<file path="src/rtl/dlsw_pkg.sv">
// shared constants, image type and glyph table for the decimal lcd segment writer
// no dependencies
package dlsw_pkg;

  localparam int NUM_DIGITS_DEF    = 6;
  localparam int VALUE_BITS_DEF    = 31;
  localparam int DISPLAY_POSITIONS = 6;
  localparam int ROWS              = 4;
  localparam int BYTES_PER_ROW     = 3;
  localparam int INPUT_BITS        = 31;

  // divide by ten: q = (v * 0xcccccccd) >> 35, exact for any 32-bit v
  localparam logic [31:0] RECIP_TEN   = 32'hCCCC_CCCD;
  localparam int          RECIP_SHIFT = 35;

  // four rows of three bytes each
  typedef logic [ROWS-1:0][BYTES_PER_ROW-1:0][7:0] image_t;

  // glyph for one decimal digit, nibble r goes to common row r
  function automatic logic [15:0] glyph(input logic [3:0] digit);
    logic [15:0] g;
    case (digit)
      4'd0:    g = 16'h1551;
      4'd1:    g = 16'h2080;
      4'd2:    g = 16'h1E11;
      4'd3:    g = 16'h1B11;
      4'd4:    g = 16'h0B50;
      4'd5:    g = 16'h1B41;
      4'd6:    g = 16'h1F41;
      4'd7:    g = 16'h0111;
      4'd8:    g = 16'h1F51;
      4'd9:    g = 16'h0B51;
      default: g = 16'h0000;
    endcase
    return g;
  endfunction

endpackage

</file>
<file path="src/rtl/dlsw_digit_stage.sv">
// one decimal digit: reciprocal multiply stage, then digit split and glyph placement stage
// depends on dlsw_pkg
module dlsw_digit_stage #(
  parameter int VALUE_BITS = dlsw_pkg::VALUE_BITS_DEF,
  parameter int DIGIT_IDX  = 0
) (
  input  logic                  clk,
  input  logic                  rst_n,
  input  logic                  adv,
  input  logic                  in_vld,
  input  logic [VALUE_BITS-1:0] in_val,
  input  dlsw_pkg::image_t      in_img,
  output logic                  out_vld,
  output logic [VALUE_BITS-1:0] out_val,
  output dlsw_pkg::image_t      out_img
);
  import dlsw_pkg::*;

  localparam int PW      = VALUE_BITS + 32;
  localparam int QW      = VALUE_BITS - 3;
  localparam int POS     = DISPLAY_POSITIONS - 1 - DIGIT_IDX;
  localparam int BYTE_IX = POS / 2;
  localparam int NIB_LSB = 4 * (POS % 2);

  // multiply stage
  logic                  vld_a_r;
  logic [VALUE_BITS-1:0] v_a_r;
  logic [PW-1:0]         prod_a_r;
  image_t                img_a_r;

  // placement stage
  logic                  vld_b_r;
  logic [VALUE_BITS-1:0] q_b_r;
  image_t                img_b_r;

  logic [QW-1:0]         quo;
  logic [VALUE_BITS-1:0] quo_ext;
  logic [VALUE_BITS-1:0] rem_full;
  logic [3:0]            rem;
  logic [15:0]           gl;
  logic                  show;
  image_t                img_nxt;

  always_ff @(posedge clk) begin
    if (!rst_n) begin
      vld_a_r <= 1'b0;
      vld_b_r <= 1'b0;
    end else if (adv) begin
      vld_a_r <= in_vld;
      vld_b_r <= vld_a_r;
    end
  end

  always_ff @(posedge clk) begin
    if (adv) begin
      v_a_r    <= in_val;
      prod_a_r <= PW'(in_val) * PW'(RECIP_TEN);
      img_a_r  <= in_img;
      q_b_r    <= quo_ext;
      img_b_r  <= img_nxt;
    end
  end

  always_comb begin
    quo      = prod_a_r[PW-1:RECIP_SHIFT];
    quo_ext  = VALUE_BITS'(quo);
    rem_full = v_a_r - ((quo_ext << 3) + (quo_ext << 1));
    rem      = rem_full[3:0];
    gl       = glyph(rem);
    // lowest digit always shows, higher ones only while digits remain
    show     = (DIGIT_IDX == 0) || (v_a_r != '0);
    img_nxt  = img_a_r;
    if (show) begin
      for (int r = 0; r < ROWS; r++) begin
        img_nxt[r][BYTE_IX][NIB_LSB +: 4] = img_a_r[r][BYTE_IX][NIB_LSB +: 4] | gl[4*r +: 4];
      end
    end
  end

  assign out_vld = vld_b_r;
  assign out_val = q_b_r;
  assign out_img = img_b_r;

  a_rem_decimal : assert property (@(posedge clk) disable iff (!rst_n)
    vld_a_r |-> (rem < 4'd10))
    else $error("digit remainder out of decimal range");

  a_valid_moves : assert property (@(posedge clk) disable iff (!rst_n)
    (adv && vld_a_r) |=> vld_b_r)
    else $error("valid lost between multiply and placement stage");

  a_stall_holds : assert property (@(posedge clk) disable iff (!rst_n)
    (!adv && vld_b_r) |=> (vld_b_r && $stable(img_b_r) && $stable(q_b_r)))
    else $error("placement stage changed during stall");

endmodule

</file>
<file path="config.mk">
export PLATFORM = sky130hd
export DESIGN_NAME = dlsw_digit_stage
export DESIGN_NICKNAME = d
export VERILOG_FILES = /design/src/rtl/dlsw_pkg.sv /design/src/rtl/dlsw_digit_stage.sv
export SDC_FILE = /design/constraint.sdc
export NUM_CORES = 1
export LEC_CHECK = 0
export BUFFER_PORTS_ARGS = -buffer_cell sky130_fd_sc_hd__buf_2
export CAP_MARGIN = 20
export CORE_MARGIN = 10
export CORE_UTILIZATION = 55
export CTS_BUF_LIST = sky130_fd_sc_hd__clkbuf_8
export DETAILED_ROUTE_END_ITERATION = 8
export PLACE_DENSITY = 0.81
export SLEW_MARGIN = 10
export SYNTH_ARGS = -nofsm -noshare
export SYNTH_HDL_FRONTEND = slang
export SYNTH_SLANG_ARGS = --single-unit
export TNS_END_PERCENT = 10
</file>
<file path="constraint.sdc">
create_clock -name clk -period 6.25 [get_ports clk]
set_input_delay 0 -clock clk [delete_from_list [all_inputs] [get_ports clk]]
set_output_delay 0 -clock clk [all_outputs]
set_load 0.05 [all_outputs]
</file>
==> results.md, run 1 <==
* Share of cells above drive strength 1 at 0.248
* Reg-to-reg endpoint: out_img[71]
* Routed len/inst at 20.7 um
* Final Hold Fails at 0
* Slew @ Worst Pin at 0.969 ns
* RSZ-0062 raised after global routing: yes
* Synth async-reset ratio at 0
* Htree depth at 2
* Critical path class: input port to register
* Result of the run: complete, no violations
* Worst r2r src: v_a_r[1]
* Crit share post-route at 0.967
* Cells after Synth at 1582
* Initial Util at 0.555
* Setup Fix Bufs, Post-CTS at 0
* Synth top area share at 0.373
* Hold slack at 0.0103 ns
* Hold EP: out_img[2]
* Syn Area/Cell at 12.8 um^2
* Worst EP arrival at 6.30 ns
* Core Util, Final at 0.696
* IO buf count at 255
* Hold Path Class: input port to register
* Nature of the critical path endpoint: register
* Yosys reg bits at 254
* GR Overflow Total at 0
* Synth unique cells at 74
* Number of fill cells at 2514
* TritonCTS buffer count at 36
* Drt pass-1 iters at 5
* Largest net degree at the start of global routing at 103
* Setup Viol. Count Final at 0
* Met2 WL at 27400 um
* Synth Warn # at 0
* DP HPWL at 44200 um
* Wl on met1 at 23000 um
* Max Freq at 0.165 GHz
* Top layer in use: met4
* Drt total wl at 55100 um
* Metal3 WL at 3690 um
* First-pass GRT wire length at 87100 um
* CP required at 6.51 ns
* FP Rows at 70
* Max-slew headroom at 0.354
* All-Layer GR Usage at 0.249
* Nets@finish at 2839
* Post-layout minimum cycle time at 6.05 ns
* Number of global-route vias before repair at 15400
* Worst-path fanout max at 5
* Core Area at 0.0365 mm^2
* Max cap viols at 0
* Sequential cell area at 0.00761 mm^2
* # clock sinks at 254
* P&R area growth vs syn at 25.4%
* Sequential cell area fraction in the yosys report at 0.375
* Clk root buf: clkbuf_8
* Die X at 212 um
* Top post-synthesis cells by area: edfxtp_1 (37%), fa_1 (23%), ha_1 (19%), inv_1 (5.9%), a21oi_1 (1.5%)
* Mapped cell area at 0.0203 mm^2
* Hold path depth at 1
* Die height at 212 um
* Vias/cell at 5.27
* Max-slew violations at 0
* Antenna viol nets, final at 0
* Most common cell in the synthesized netlist: inv_1
* Via count at 14100
* Antenna violations before repair at 1
* Reg2Reg Depth at 7
* Worst Hold Launch: adv
* Post-synth top area cell: edfxtp_1
* Placer Congestion at 0.953
* Die area at 0.0450 mm^2
* Clock Tree Buf Depth at 3
* Post-synth EDFFs at 252
* 1st-iter DRT viols at 874
* CTS tree: built
* Placed cell areas at 0.0236 mm^2
* Synth Flop Type: edfxtp_1
* Clk_skew at 0.0291 ns
* R2r setup slk at 3.87 ns
* Clk slew on worst S/H paths at 0.07 ns
* Num ports at 259
* Most instantiated cells after synthesis: inv_1 (319), ha_1 (309), edfxtp_1 (252)
* Post-route design area at 0.0254 mm^2
* Latest clock arrival within the worst-skew pair at 0.52 ns
* Crit start category: input port
* DRC viols at 0
* Area of the multi-input gates at 0.0114 mm^2
[layout by cell type (no fill, tap or decap), types with 7 or more instances in the layout]
cell and count:
buf_4 208, o21bai_1 13, inv_1 326, ha_1 308, and3_1 8, nand2_1 51, nand3_1 17, nor2_1 38
dlygate4sd3_1 102, nor2b_1 9, o21ai_0 26, buf_2 254, edfxtp_1 252, a21o_1 38, xnor2_1 35, a21oi_1 62
xor2_1 18, clkinv_1 7, nand4_1 10, fa_1 229, nand2b_1 7, or2_2 7, o211ai_1 11, clkbuf_8 38
[worst max-delay path: stages]
cell      delay, ns
buf_2          0.10
inv_1          0.04
ha_1           0.28
inv_1          0.09
fa_1           0.46
fa_1           0.54
fa_1           0.54
inv_1          0.10
fa_1           0.48
inv_1          0.05
fa_1           0.49
fa_1           0.50
inv_1          0.06
fa_1           0.49
inv_1          0.04
ha_1           0.30
a21oi_1        0.19
o21bai_1       0.10
a221o_1        0.38
a211oi_2       0.25
o21a_1         0.19
a21boi_4       0.10
a311o_1        0.37
o211a_1        0.12
[kinds of logic after synthesis]
| logic type | Yosys count | share of synthesized area |
|---|---|---|
| fa+ha+maj | 540 | 0.419 |
| buf+inv | 338 | 0.0632 |
| flops | 254 | 0.375 |
| compound gates | 220 | 0.0754 |
| simple gates | 169 | 0.0413 |
| xor+xnor | 53 | 0.0229 |
| mux | 7 | 0.00352 |
| other cells | 1 | 0.000185 |
[per-stage QoR]
| step | TNS [ns] | setup WS (ns) | cells |
|---|---|---|---|
| 2_1_floorplan | 0 | 0.125 | 1584 |
| 3_5_place_dp | -5.43 | -0.372 | 2496 |
| 4_1_cts | 0 | 0.160 | 2663 |
| 3_3_place_gp | -3.64 | -0.274 | 2496 |
| 5_1_grt | -0.0284 | -0.0284 | 2664 |
| 6_report | 0 | 0.205 | 2664 |
[area by class of cell]
| class | count | share of cell area |
|---|---|---|
| clock buffer | 38 | 0.0206 |
| tap | 468 | 0.0230 |
| clock inverter | 27 | 0.00792 |
| timing repair buffer | 565 | 0.152 |
| inverter | 319 | 0.0471 |
| sequential | 254 | 0.299 |
| multi-input combinational | 992 | 0.450 |
| antenna | 1 | 0.0000984 |
[state kept, by name, indices dropped and copies added (netlist names)]
name / flops
img_a_r: 96
out_val: 28
out_vld: 1
out_img: 96
prod_a_r: 28
vld_a_r: 1
v_a_r: 4
[how the worst max path moves through the flow]
stage / start / slack, ns / endpoint
2_1_floorplan: in_val[5] / 0.12 / prod_a_r[58]
3_3_place_gp: in_val[17] / -0.27 / prod_a_r[58]
3_5_place_dp: in_val[17] / -0.37 / prod_a_r[58]
4_1_cts: in_val[17] / 0.16 / prod_a_r[58]
5_1_grt: in_val[11] / -0.03 / prod_a_r[58]
6_report: in_val[5] / 0.20 / prod_a_r[58]
[routing by layer]
layer / up-vias / global-route usage
met3: 63 / 0.0378
met2: 481 / 0.434
met1: 6927 / 0.320
met4: 0 / 0.0632
met5: - / 0
li1: 6579 / -
[what timing repair did]
| action | in CTS | in global routing |
|---|---|---|
| setup endpoints to repair | 0 | 19 |
| hold endpoints to repair | 102 | 0 |
| hold buffers | 102 | 0 |
| gates resized for setup | 0 | 9 |
Power of run 1 is not shown: default switching activity piles up to over one toggle a cycle in this logic, so the estimate is an artifact.
==> run 2, diff against run 1 <==
--- a/config.mk
+++ b/config.mk
@@ -11,9 +11,9 @@
 export CORE_UTILIZATION = 55
 export CTS_BUF_LIST = sky130_fd_sc_hd__clkbuf_8
 export DETAILED_ROUTE_END_ITERATION = 8
-export PLACE_DENSITY = 0.81
+export PLACE_DENSITY = 0.79
+export SETUP_SLACK_MARGIN = 0.3
 export SLEW_MARGIN = 10
 export SYNTH_ARGS = -nofsm -noshare
 export SYNTH_HDL_FRONTEND = slang
 export SYNTH_SLANG_ARGS = --single-unit
-export TNS_END_PERCENT = 10
==> results.md, run 2 (synthesis gave the netlist of run 1 again) <==
* Number of fill cells at 2522 (was 2514)
* Clock Tree Buf Depth at 3 (unchanged)
* Num ports at 259 (unchanged)
* Antenna viol nets, final at 0 (unchanged)
* Final Hold Fails at 0 (unchanged)
* Nets@finish at 2809 (was 2839)
* Critical path's largest stage delay at 0.62 ns (was 0.54 ns)
* Hold slack at 0.0299 ns (was 0.0103 ns)
* Area of the multi-input gates at 0.0118 mm^2 (was 0.0114 mm^2)
* GR Overflow Total at 0 (unchanged)
* Result of the run: complete, no violations (unchanged)
* Die X at 212 um (unchanged)
* Worst EP arrival at 6.17 ns (was 6.30 ns)
* Worst-path fanout max at 5 (unchanged)
* Critical path, cell by cell: buf_2, ha_4, inv_2, fa_1, fa_1, fa_2, inv_4, fa_1, inv_2, fa_1, fa_1, inv_1, fa_1, inv_2, ha_4, a21oi_2, o21bai_1, a221o_1, a211oi_2, o21a_1, a21boi_4, a311o_1, o211a_1 (was buf_2, inv_1, ha_1, inv_1, fa_1, fa_1, fa_1, inv_1, fa_1, inv_1, fa_1, fa_1, inv_1, fa_1, inv_1, ha_1, a21oi_1, o21bai_1, a221o_1, a211oi_2, o21a_1, a21boi_4, a311o_1, o211a_1)
* Crit share post-route at 0.947 (was 0.967)
* Htree depth at 2 (unchanged)
* Crit start category: input port (unchanged)
* Max-slew violations at 0 (unchanged)
* Worst path slowest cell: fa_2 (was fa_1)
* Worst Hold Launch: adv (unchanged)
* Core Area at 0.0365 mm^2 (unchanged)
* Most common cell after layout, fill and taps aside: inv_1 (unchanged)
* Post-route design area at 0.0256 mm^2 (was 0.0254 mm^2)
* Max-slew headroom at 0.293 (was 0.354)
* Routed len/inst at 21.6 um (was 20.7 um)
* Critical Path End: prod_a_r[58] (unchanged)
* CTS tree: built (unchanged)
* Core Util, Final at 0.701 (was 0.696)
* Reg-to-reg endpoint: out_img[44] (was out_img[71])
* Vias/cell at 5.40 (was 5.27)
* First-pass GRT wire length at 87500 um (was 87100 um)
* CP required at 6.51 ns (about the same)
* Largest net degree at the start of global routing at 108 (was 103)
* # clock sinks at 254 (unchanged)
* Latest clock arrival within the worst-skew pair at 0.54 ns (was 0.52 ns)
* Max cap viols at 0 (unchanged)
* Antenna violations before repair at 3 (was 1)
* Die area at 0.0450 mm^2 (unchanged)
* P&R area growth vs syn at 26.1% (was 25.4%)
* FP Rows at 70 (unchanged)
* Critical path class: input port to register (unchanged)
* 1st-iter DRT viols at 911 (was 874)
* Placed cell areas at 0.0234 mm^2 (was 0.0236 mm^2)
* Place WS at -0.400 ns (was -0.372 ns)
* Clk root buf: clkbuf_8 (unchanged)
* Via count at 14200 (was 14100)
* Drt pass-1 iters at 5 (unchanged)
* Reg2Reg Depth at 6 (was 7)
* Clk_skew at 0.0309 ns (was 0.0291 ns)
* Clk slew on worst S/H paths at 0.07 ns (about the same)
* Setup Viol. Count Final at 0 (unchanged)
* Crit-path most repeated cell: fa_1 (unchanged)
* Crit. Startpoint: in_val[6] (was in_val[5])
* Drt total wl at 56800 um (was 55100 um)
* R2r setup slk at 3.84 ns (was 3.87 ns)
* Number of global-route vias before repair at 15500 (was 15400)
* Placer Congestion at 1.03 (was 0.953)
* Max Freq at 0.169 GHz (was 0.165 GHz)
* Hold Path Class: input port to register (unchanged)
* IO buf count at 255 (unchanged)
* DP HPWL at 44700 um (was 44200 um)
* RSZ-0062 raised after global routing: yes (unchanged)
* Nature of the critical path endpoint: register (unchanged)
* TritonCTS buffer count at 36 (unchanged)
* Post-layout minimum cycle time at 5.92 ns (was 6.05 ns)
* All-Layer GR Usage at 0.252 (was 0.249)
* Slew @ Worst Pin at 1.06 ns (was 0.969 ns)
* DRC viols at 0 (unchanged)
* Initial Util at 0.555 (unchanged)
* Commonest non-fill, non-tap cells in the layout: inv_1 (309), ha_1 (292), edfxtp_1 (252), buf_2 (252), fa_1 (220) (was inv_1 (326), ha_1 (308), buf_2 (254))
* Worst r2r src: prod_a_r[36] (was v_a_r[1])
* Sequential cell area at 0.00761 mm^2 (unchanged)
* Slack of the critical path at 0.333 ns (was 0.205 ns)
* Die height at 212 um (unchanged)
* Share of cells above drive strength 1 at 0.270 (was 0.248)
-- run 2: cell types whose count changed in the layout (fill, tap and decap cells not counted), sizes merged --
cell      delta
buf         -30
bufinv       -1
clkinv       +7
clkinvlp     -1
diode        +2
inv          -6
-- run 2: worst max-delay path, delay by kind of cell --
family	cells	cell delay, ns
AO/OA/AOI/OAI	8	1.71
adder cells (fa/ha/maj)	9	4.10
buffers and inverters	6	0.36
-- run 2: what timing repair did --
item	in CTS	in global routing
setup buffers	1	5
setup endpoints to repair	4	25
endpoints found under the hold margin	102	0
gates resized for setup	4	80
pin swaps	5	40
hold buffers	102	0
-- run 2: layer usage --
layer | GRT usage | vias up | routed length, um
li1 | - | 6513 | -
met1 | 0.326 | 6995 | 23800
met2 | 0.428 | 587 | 27200
met3 | 0.0306 | 130 | 3520
met4 | 0.0920 | 0 | 2260
met5 | 0 | - | 0
-- run 2: how the worst min path moves through the flow --
stage,end,slack (ns),cells past startpoint
2_1_floorplan,img_a_r[0],0.1,0
3_3_place_gp,img_a_r[80],0.18,1
3_5_place_dp,img_a_r[70],0.18,1
4_1_cts,out_img[49],0.03,1
5_1_grt,out_img[49],0.07,1
6_report,out_img[49],0.03,1
-- run 2: cell type report --
class                   instances  share of cell area
inverters                     319              0.0469
clock inverters                26             0.00645
clock buffers                  38              0.0204
multi-input cells             992               0.463
flip-flops and latches        254               0.297
diodes                          3            0.000293
well taps                     468              0.0229
repair buffers                535               0.143
-- run 2: through the flow --
stage | setup TNS [ns] | instances
3_3_place_gp | -1.02 | 2460
6_report | 0 | 2635
3_5_place_dp | -3.34 | 2460
2_1_floorplan | 0 | 1584
4_1_cts | 0 | 2627
5_1_grt | 0 | 2635
Power of run 2 is left out for the same reason.
==> run 3, diff against run 2 <==
--- a/config.mk
+++ b/config.mk
@@ -5,7 +5,7 @@
 export SDC_FILE = /design/constraint.sdc
 export NUM_CORES = 1
 export LEC_CHECK = 0
-export BUFFER_PORTS_ARGS = -buffer_cell sky130_fd_sc_hd__buf_2
+export BUFFER_PORTS_ARGS = -buffer_cell sky130_fd_sc_hd__buf_4
 export CAP_MARGIN = 20
 export CORE_MARGIN = 10
 export CORE_UTILIZATION = 55
==> results.md, run 3 (synthesis gave the netlist of run 1 again) <==
* First-pass GRT wire length at 87900 um (was 87500 um)
* Clock Tree Buf Depth at 3 (unchanged)
* FP Rows at 70 (unchanged)
* Commonest non-fill, non-tap cells in the layout: buf_4 (427), inv_1 (322), ha_1 (294) (was inv_1 (309), ha_1 (292), edfxtp_1 (252), buf_2 (252), fa_1 (220))
* Clk slew on worst S/H paths at 0.07 ns (about the same)
* Vias/cell at 5.36 (was 5.40)
* Setup TNS at 0 ns (unchanged)
* Antenna viol nets, final at 0 (unchanged)
* Hold Path Class: input port to register (unchanged)
* Die area at 0.0450 mm^2 (unchanged)
* Crit start category: input port (unchanged)
* Core Area at 0.0365 mm^2 (unchanged)
* Num ports at 259 (unchanged)
* Setup Viol. Count Final at 0 (unchanged)
* Routed len/inst at 21.8 um (was 21.6 um)
* 1st-iter DRT viols at 858 (was 911)
* DRC viols at 0 (unchanged)
* Worst-path fanout max at 5 (unchanged)
* Slack of the critical path at 0.393 ns (was 0.333 ns)
* Max Freq at 0.171 GHz (was 0.169 GHz)
* CP required at 6.51 ns (about the same)
* Placer Congestion at 0.967 (was 1.03)
* Die X at 212 um (unchanged)
* Place WS at -0.291 ns (was -0.400 ns)
* Antenna violations before repair at 5 (was 3)
* Largest net degree at the start of global routing at 99 (was 108)
* Clk root buf: clkbuf_8 (unchanged)
* CTS tree: built (unchanged)
* Drt pass-1 iters at 5 (unchanged)
* Hold slack at -0.00589 ns (was 0.0299 ns)
* Max cap viols at 0 (unchanged)
* Result of the run: finished with violations (was complete, no violations)
* Critical path class: input port to register (unchanged)
* DP HPWL at 45300 um (was 44700 um)
* All-Layer GR Usage at 0.254 (was 0.252)
* Crit share post-route at 0.937 (was 0.947)
* Share of cells above drive strength 1 at 0.260 (was 0.270)
* Initial Util at 0.555 (unchanged)
* Max-slew violations at 0 (unchanged)
* Number of global-route vias before repair at 15400 (was 15500)
* # clock sinks at 254 (unchanged)
* Worst EP arrival at 6.12 ns (was 6.17 ns)
* Nets@finish at 2806 (was 2809)
* Via count at 14100 (was 14200)
* Final Hold Fails at 2 (was 0)
* Slew @ Worst Pin at 1.06 ns (about the same)
* Post-layout minimum cycle time at 5.86 ns (was 5.92 ns)
* TritonCTS buffer count at 37 (was 36)
* Finished Layout Cells at 2633 (was 2635)
* Htree depth at 2 (unchanged)
* Max-slew headroom at 0.292 (was 0.293)
* Die height at 212 um (unchanged)
* IO buf count at 255 (unchanged)
* Latest clock arrival within the worst-skew pair at 0.52 ns (was 0.54 ns)
* Inst Count DP at 2457 (was 2460)
* Clk_skew at 0.0277 ns (was 0.0309 ns)
* P&R area growth vs syn at 28.8% (was 26.1%)
* Nature of the critical path endpoint: register (unchanged)
* RSZ-0062 raised after global routing: yes (unchanged)
* GR Overflow Total at 0 (unchanged)
* Number of fill cells at 2490 (was 2522)
* Most common cell after layout, fill and taps aside: buf_4 (was inv_1)
* Drt total wl at 57300 um (was 56800 um)
* Failing checks: hold timing
==> run 3: final cells by class <==
class	instances	area, um^2	share of cell area
timing repair buffer	531	4260	0.163
antenna	5	12.5	0.000479
tap	468	586	0.0224
sequential	254	7610	0.291
inverter	319	1200	0.0460
clock buffer	38	523	0.0200
multi-input combinational	992	11800	0.450
clock inverter	26	189	0.00723
==> run 3: final timing paths <==
| kind | slack [ns] | end | depth (start not counted) | from |
|---|---|---|---|---|
| worst max-delay path | 0.39 | prod_a_r[58] | 23 | in_val[2] |
| worst min-delay path | -0.006 | out_img[15] | 1 | adv |
| worst max register to register | 3.91 | out_img[71] | 8 | v_a_r[1] |
| worst min register to register | 0.40 | out_img[3] | 0 | img_a_r[3] |
==> run 3: stage by stage <==
step / area, um^2 / utilization
2_1_floorplan: 20400 / -
3_3_place_gp: 24100 / 0.659
3_5_place_dp: 24100 / 0.659
4_1_cts: 25800 / 0.707
5_1_grt: 26100 / 0.716
6_report: 26100 / 0.716
==> run 3: repair_timing <==
item                       CTS  global route
hold buffers               102             0
buffers inserted             0             5
setup endpoints to repair    3            25
hold endpoints to repair   102             0
gates resized for setup      2            60
pin swaps                    1            43
==> run 3: per-layer routing <==
metal | up-vias | part of all wire | track usage
met2 | 499 | 0.49 | 0.438
met4 | 0 | 0.032 | 0.0893
li1 | 6516 | - | -
met3 | 88 | 0.064 | 0.0392
met5 | - | 0 | 0
met1 | 7014 | 0.41 | 0.319
==> run 3: worst max-delay path, cell delays in order <==
cell and delay [ns]:
dlygate4sd3_1 0.55, buf_4 0.17, inv_1 0.05, ha_1 0.23, ha_4 0.30, inv_1 0.06
fa_1 0.54, inv_1 0.07, buf_12 0.13, fa_1 0.52, fa_1 0.43, fa_1 0.58
fa_1 0.43, ha_1 0.33, buf_4 0.16, nand2_1 0.04, o21ai_0 0.12, a221o_1 0.36
a211oi_2 0.25, o21a_1 0.23, a21boi_4 0.11, a311o_1 0.32, o211a_1 0.13
Power of run 3 is left out for the same reason.
